[config.mk]
export PLATFORM = sky130hd
export DESIGN_NAME = kdtt_front
export DESIGN_NICKNAME = d
export VERILOG_FILES = /design/src/hw/rtl/kdtt_pkg.sv /design/src/hw/rtl/kdtt_front.sv
export SDC_FILE = /design/constraint.sdc
export NUM_CORES = 1
export LEC_CHECK = 0
export ABC_AREA = 1
export BUFFER_PORTS_ARGS = -buffer_cell sky130_fd_sc_hd__buf_2
export CORE_MARGIN = 1
export CORE_UTILIZATION = 50
export CTS_CLUSTER_SIZE = 24
export DETAILED_ROUTE_END_ITERATION = 8
export HOLD_SLACK_MARGIN = 0.1
export PLACE_DENSITY = 0.84
export SKIP_CTS_REPAIR_TIMING = 1
export SLEW_MARGIN = 40
export SYNTH_ARGS = -nofsm -noshare
export SYNTH_HDL_FRONTEND = slang
export SYNTH_SLANG_ARGS = --single-unit
[constraint.sdc]
create_clock -name clk -period 11.7 [get_ports clk]
set_input_delay 0 -clock clk [delete_from_list [all_inputs] [get_ports clk]]
set_output_delay 0 -clock clk [all_outputs]
set_load 0.02 [all_outputs]
[src/hw/rtl/kdtt_pkg.sv]
package kdtt_pkg;

  // request codes as they arrive in tuser
  localparam logic [2:0] REQ_ADD_ALL = 3'd0;
  localparam logic [2:0] REQ_ADD_ONE = 3'd1;
  localparam logic [2:0] REQ_BARRIER = 3'd2;
  localparam logic [2:0] REQ_QUERY   = 3'd3;
  localparam logic [2:0] REQ_CLEAR   = 3'd4;

  localparam int REQ_W     = 3;
  localparam int DIDX_W    = 4;   // disk_index field
  localparam int TABLET_W  = 64;
  localparam int CHAN_W    = 8;
  localparam int HALF_W    = 32;  // generation / step
  localparam int PAIR_W    = 64;
  localparam int SYNC_W    = 16;
  localparam int SUBG_W    = 5;
  localparam int DSEL_W    = 5;   // enough for the largest disk count
  localparam int KEY_W     = TABLET_W + CHAN_W;
  localparam int IN_DATA_W = 160;
  localparam int OUT_DATA_W = 8;
  localparam logic [SUBG_W-1:0] SUBG_RESET = 5'd8;

  // classified operation
  typedef enum logic [2:0] {
    OP_NOP,
    OP_ADD_ALL,
    OP_ADD_ONE,
    OP_BARRIER,
    OP_QUERY,
    OP_CLEAR
  } op_t;

  // item handed from the front to the engine
  typedef struct packed {
    op_t                 op;
    logic [DSEL_W-1:0]   d_first;
    logic [DSEL_W-1:0]   d_last;
    logic [TABLET_W-1:0] tablet;
    logic [CHAN_W-1:0]   channel;
    logic [PAIR_W-1:0]   gs;
    logic [SYNC_W-1:0]   synced;
  } item_t;

endpackage

[src/hw/rtl/kdtt_front.sv]
module kdtt_front #(
  parameter int DISKS = 16
) (
  input  logic                             clk,
  input  logic                             rst_n,
  input  logic                             in_tvalid,
  output logic                             in_tready,
  input  logic [kdtt_pkg::IN_DATA_W-1:0]   in_tdata,
  input  logic [kdtt_pkg::REQ_W-1:0]       in_tuser,
  input  logic                             cfg_valid,
  output logic                             cfg_ready,
  input  logic [kdtt_pkg::SUBG_W-1:0]      cfg_data,
  input  logic                             sweep_busy,
  output logic                             item_valid,
  output kdtt_pkg::item_t                  item,
  input  logic                             item_pop
);
  import kdtt_pkg::*;

  logic [SUBG_W-1:0] subg_r;
  item_t             cls;
  item_t             q_r [2];
  logic              wp_r, rp_r;
  logic [1:0]        cnt_r;
  logic              push;
  int                nact;

  assign cfg_ready  = 1'b1;
  assign in_tready  = (cnt_r != 2'd2) && !sweep_busy;
  assign push       = in_tvalid && in_tready;
  assign item_valid = (cnt_r != 2'd0);
  assign item       = q_r[rp_r];

  // classify the incoming item
  always_comb begin
    nact = (int'(subg_r) > DISKS) ? DISKS : int'(subg_r);
    cls.tablet  = in_tdata[67:4];
    cls.channel = in_tdata[75:68];
    cls.gs      = {in_tdata[107:76], in_tdata[139:108]};
    cls.synced  = in_tdata[155:140];
    cls.d_first = DSEL_W'(in_tdata[3:0]);
    cls.d_last  = DSEL_W'(in_tdata[3:0]);
    cls.op      = OP_NOP;
    unique case (in_tuser)
      REQ_ADD_ALL, REQ_QUERY: begin
        cls.d_first = '0;
        cls.d_last  = DSEL_W'(nact - 1);
        if (nact != 0) begin
          cls.op = (in_tuser == REQ_QUERY) ? OP_QUERY : OP_ADD_ALL;
        end
      end
      REQ_ADD_ONE: begin
        if (int'(in_tdata[3:0]) < DISKS) cls.op = OP_ADD_ONE;
      end
      REQ_BARRIER: begin
        if (int'(in_tdata[3:0]) < DISKS) cls.op = OP_BARRIER;
      end
      REQ_CLEAR: cls.op = OP_CLEAR;
      default:   cls.op = OP_NOP;
    endcase
  end

  // config register and two-entry queue
  always_ff @(posedge clk) begin
    if (!rst_n) begin
      subg_r <= SUBG_RESET;
      wp_r   <= 1'b0;
      rp_r   <= 1'b0;
      cnt_r  <= 2'd0;
    end else begin
      if (cfg_valid) subg_r <= cfg_data;
      if (push) wp_r <= !wp_r;
      if (item_pop) rp_r <= !rp_r;
      cnt_r <= cnt_r + 2'(push) - 2'(item_pop);
    end
    if (push) q_r[wp_r] <= cls;
  end
endmodule

==> impl_metrics.json <==
{
  "status": "finished, final reports clean",
  "routed_via_density": 5.00,
  "crit_start": "cnt_r[0]",
  "dp_slack_ns": 8.50,
  "synth_cell_types": 19,
  "fp-row-count": 57,
  "wl_per_cell_um": 19.0,
  "synth_compound_area_share_pct": 0.557,
  "slew_violations": 0,
  "rsz0062_at_grt": "no",
  "finalCriticalPeriod_ns": 3.08,
  "crit_path_max_fanout": 84,
  "grt_max_degree": 85,
  "ant_nets": 0,
  "grt_pass1_wl_um": 35900,
  "max_freq_ghz": 0.325,
  "whs_ns": 0.110,
  "syn_nets": 797,
  "cts_made_buffers": 35,
  "critPathKind": "reg2reg",
  "start_kind": "register",
  "synthXorXnorAreaFrac_pct": 0.139,
  "dp_cells": 1263,
  "dr_total_vias": 7532,
  "htreeDepth": 2,
  "finalNonFillerCells": 1505,
  "drc_errors": 0,
  "io_pins": 342,
  "p_per_area_nw_per_um2": 162,
  "finalHoldViolCount": 0,
  "cts-root-buf": "clkbuf_16",
  "io_buffers": 335,
  "gr-total-overflow": 0,
  "setup_ws_ns": 8.62,
  "synthCells": 619,
  "die_w_um": 161,
  "tightest_slew_ns": 0.824,
  "tns_ns": 0,
  "clock_sinks": 338,
  "start_util_pct": 51.3,
  "min_period_over_period_pct": 26.3,
  "synth.top_cell.area_share_pct": 78.3,
  "cts_tree": "built",
  "yosys.area_share.simple_pct": 1.69,
  "cp_data_arrival_time_ns": 3.20,
  "area_growth_pct": 38.6,
  "vdd_drop_max_mv": 0.137,
  "cts_buffer_depth": 3,
  "worst_clock_skew_ns": 0.0128,
  "gp_congestion": 0.782,
  "synthMuxAreaShare_pct": 14.7,
  "wirelength_um": 28500,
  "drive_above_1_share_pct": 47.5,
  "ys_ff_latch": 338,
  "dpl.hpwl_um": 15500,
  "drt-initial-drc-count": 498,
  "hp-class": "in2reg",
  "synth_area_um2": 12600,
  "grt_pass1_vias": 6842,
  "die-area_um2": 25800,
  "antenna_found_initial": 0,
  "die_height_um": 161,
  "required_ns": 11.82,
  "layout_common_cells": "335 x buf_2, 328 x edfxtp_1, 179 x dlygate4sd3_1, 164 x mux2_2, 37 x clkbuf_16",
  "synth_seq_area_share_pct": 79.9,
  "final_common_cell": "buf_2",
  "rr_startpoint": "cnt_r[0]",
  "p_total_mw": 2.83,
  "max_cap_viol_count": 0,
  "antennaDiodeCount": 0,
  "nets": 1334,
  "relSlewSlack_pct": 45.0,
  "setup_viol": 0,
  "power.leakage_nw": 6.68,
  "crit_path_end_kind": "register",
  "synth_top_area_cell": "edfxtp_1",
  "ys_warn_count": 0,
  "grtUsageTotal_pct": 18.2,
  "syn_area_per_cell_um2": 20.3,
  "clk_pin_slew_ns": 0.06,
  "worst_skew_pair.late_latency_ns": 0.50,
  "synth_top_family_by_area": "multiplexers",
  "synthAdderAreaFrac_pct": 0.398,
  "core_area_um2": 24500,
  "hold_path_startpoint": "in_tvalid",
  "yosys-top-cells-area": "edfxtp_1 78%, mux2_2 15%, dfxtp_1 1.6%",
  "dr.pass1.iters": 5
}
[through the flow]
step	util, %	instance area (µm²)
floorplan	-	12600
global placement	59.0	14500
detailed placement	59.0	14500
CTS	63.6	15600
global route	71.1	17400
finish	71.1	17400
[cell families (layout without fill, tap and decap cells)]
group,Yosys count,after routing
other,2,2
adder cells (fa/ha/maj),4,4
AO/OA/AOI/OAI,14,14
buffers and inverters,41,603
multiplexers,164,164
AND/OR/NAND/NOR,54,54
XOR/XNOR,2,2
flip-flops,338,338
[cell usage after synthesis (all sizes together)]
cell type / instances
nor2: 16
nand2: 31
clkbuf: 14
mux2: 164
or2: 1
xnor2: 1
ha: 4
edfxtp: 328
conb: 2
nand3: 6
xor2: 1
inv: 20
dfxtp: 10
o21ai: 10
buf: 7
a21oi: 4
[registers in the layout (all words and copies together), names as in the netlist, named ones only]
signal and cells:
rp_r 1, wp_r 1, subg_r 5, q_r 328
cnt_r 2
[metal layers]
| layer | GRT usage, % | wire length [µm] | up-vias |
|---|---|---|---|
| met3 | 5.94 | 2010 | 51 |
| li1 | - | - | 3450 |
| met4 | 7.75 | 653 | 0 |
| met5 | 0 | 0 | - |
| met2 | 32.3 | 15700 | 324 |
| met1 | 19.9 | 10200 | 3707 |
[critical path: stages (launching register included)]
cell and delay (ns):
dfxtp_1 0.36, inv_1 0.07, nand2_1 0.08, nand3_1 0.25
nor2_4 0.54, buf_6 0.58, buf_6 0.67
[worst paths after layout]
path | slack, ns | cells past startpoint | endpoint
setup / recovery | 8.62 | 6 | q_r[1][44]
hold / removal | 0.11 | 5 | wp_r
setup reg to reg | 8.62 | 6 | q_r[1][44]
hold reg to reg | 0.52 | 2 | register
[layout make-up]
| class | instances | area, µm² |
|---|---|---|
| clock buffer | 44 | 962 |
| clock inverter | 18 | 166 |
| fill | 1456 | 7090 |
| inverter | 20 | 75.1 |
| multi-input combinational | 240 | 2220 |
| sequential | 338 | 10100 |
| tap | 324 | 405 |
| timing repair buffer | 521 | 3560 |
[power by group]
group	switching, mW	total (mW)	internal (mW)
combinational	0.184	0.333	0.150
clock	0.434	1.08	0.649
sequential	0.0196	1.41	1.39
total	0.637	2.83	2.19
No activity file was read; power rests on OpenSTA's default activity.
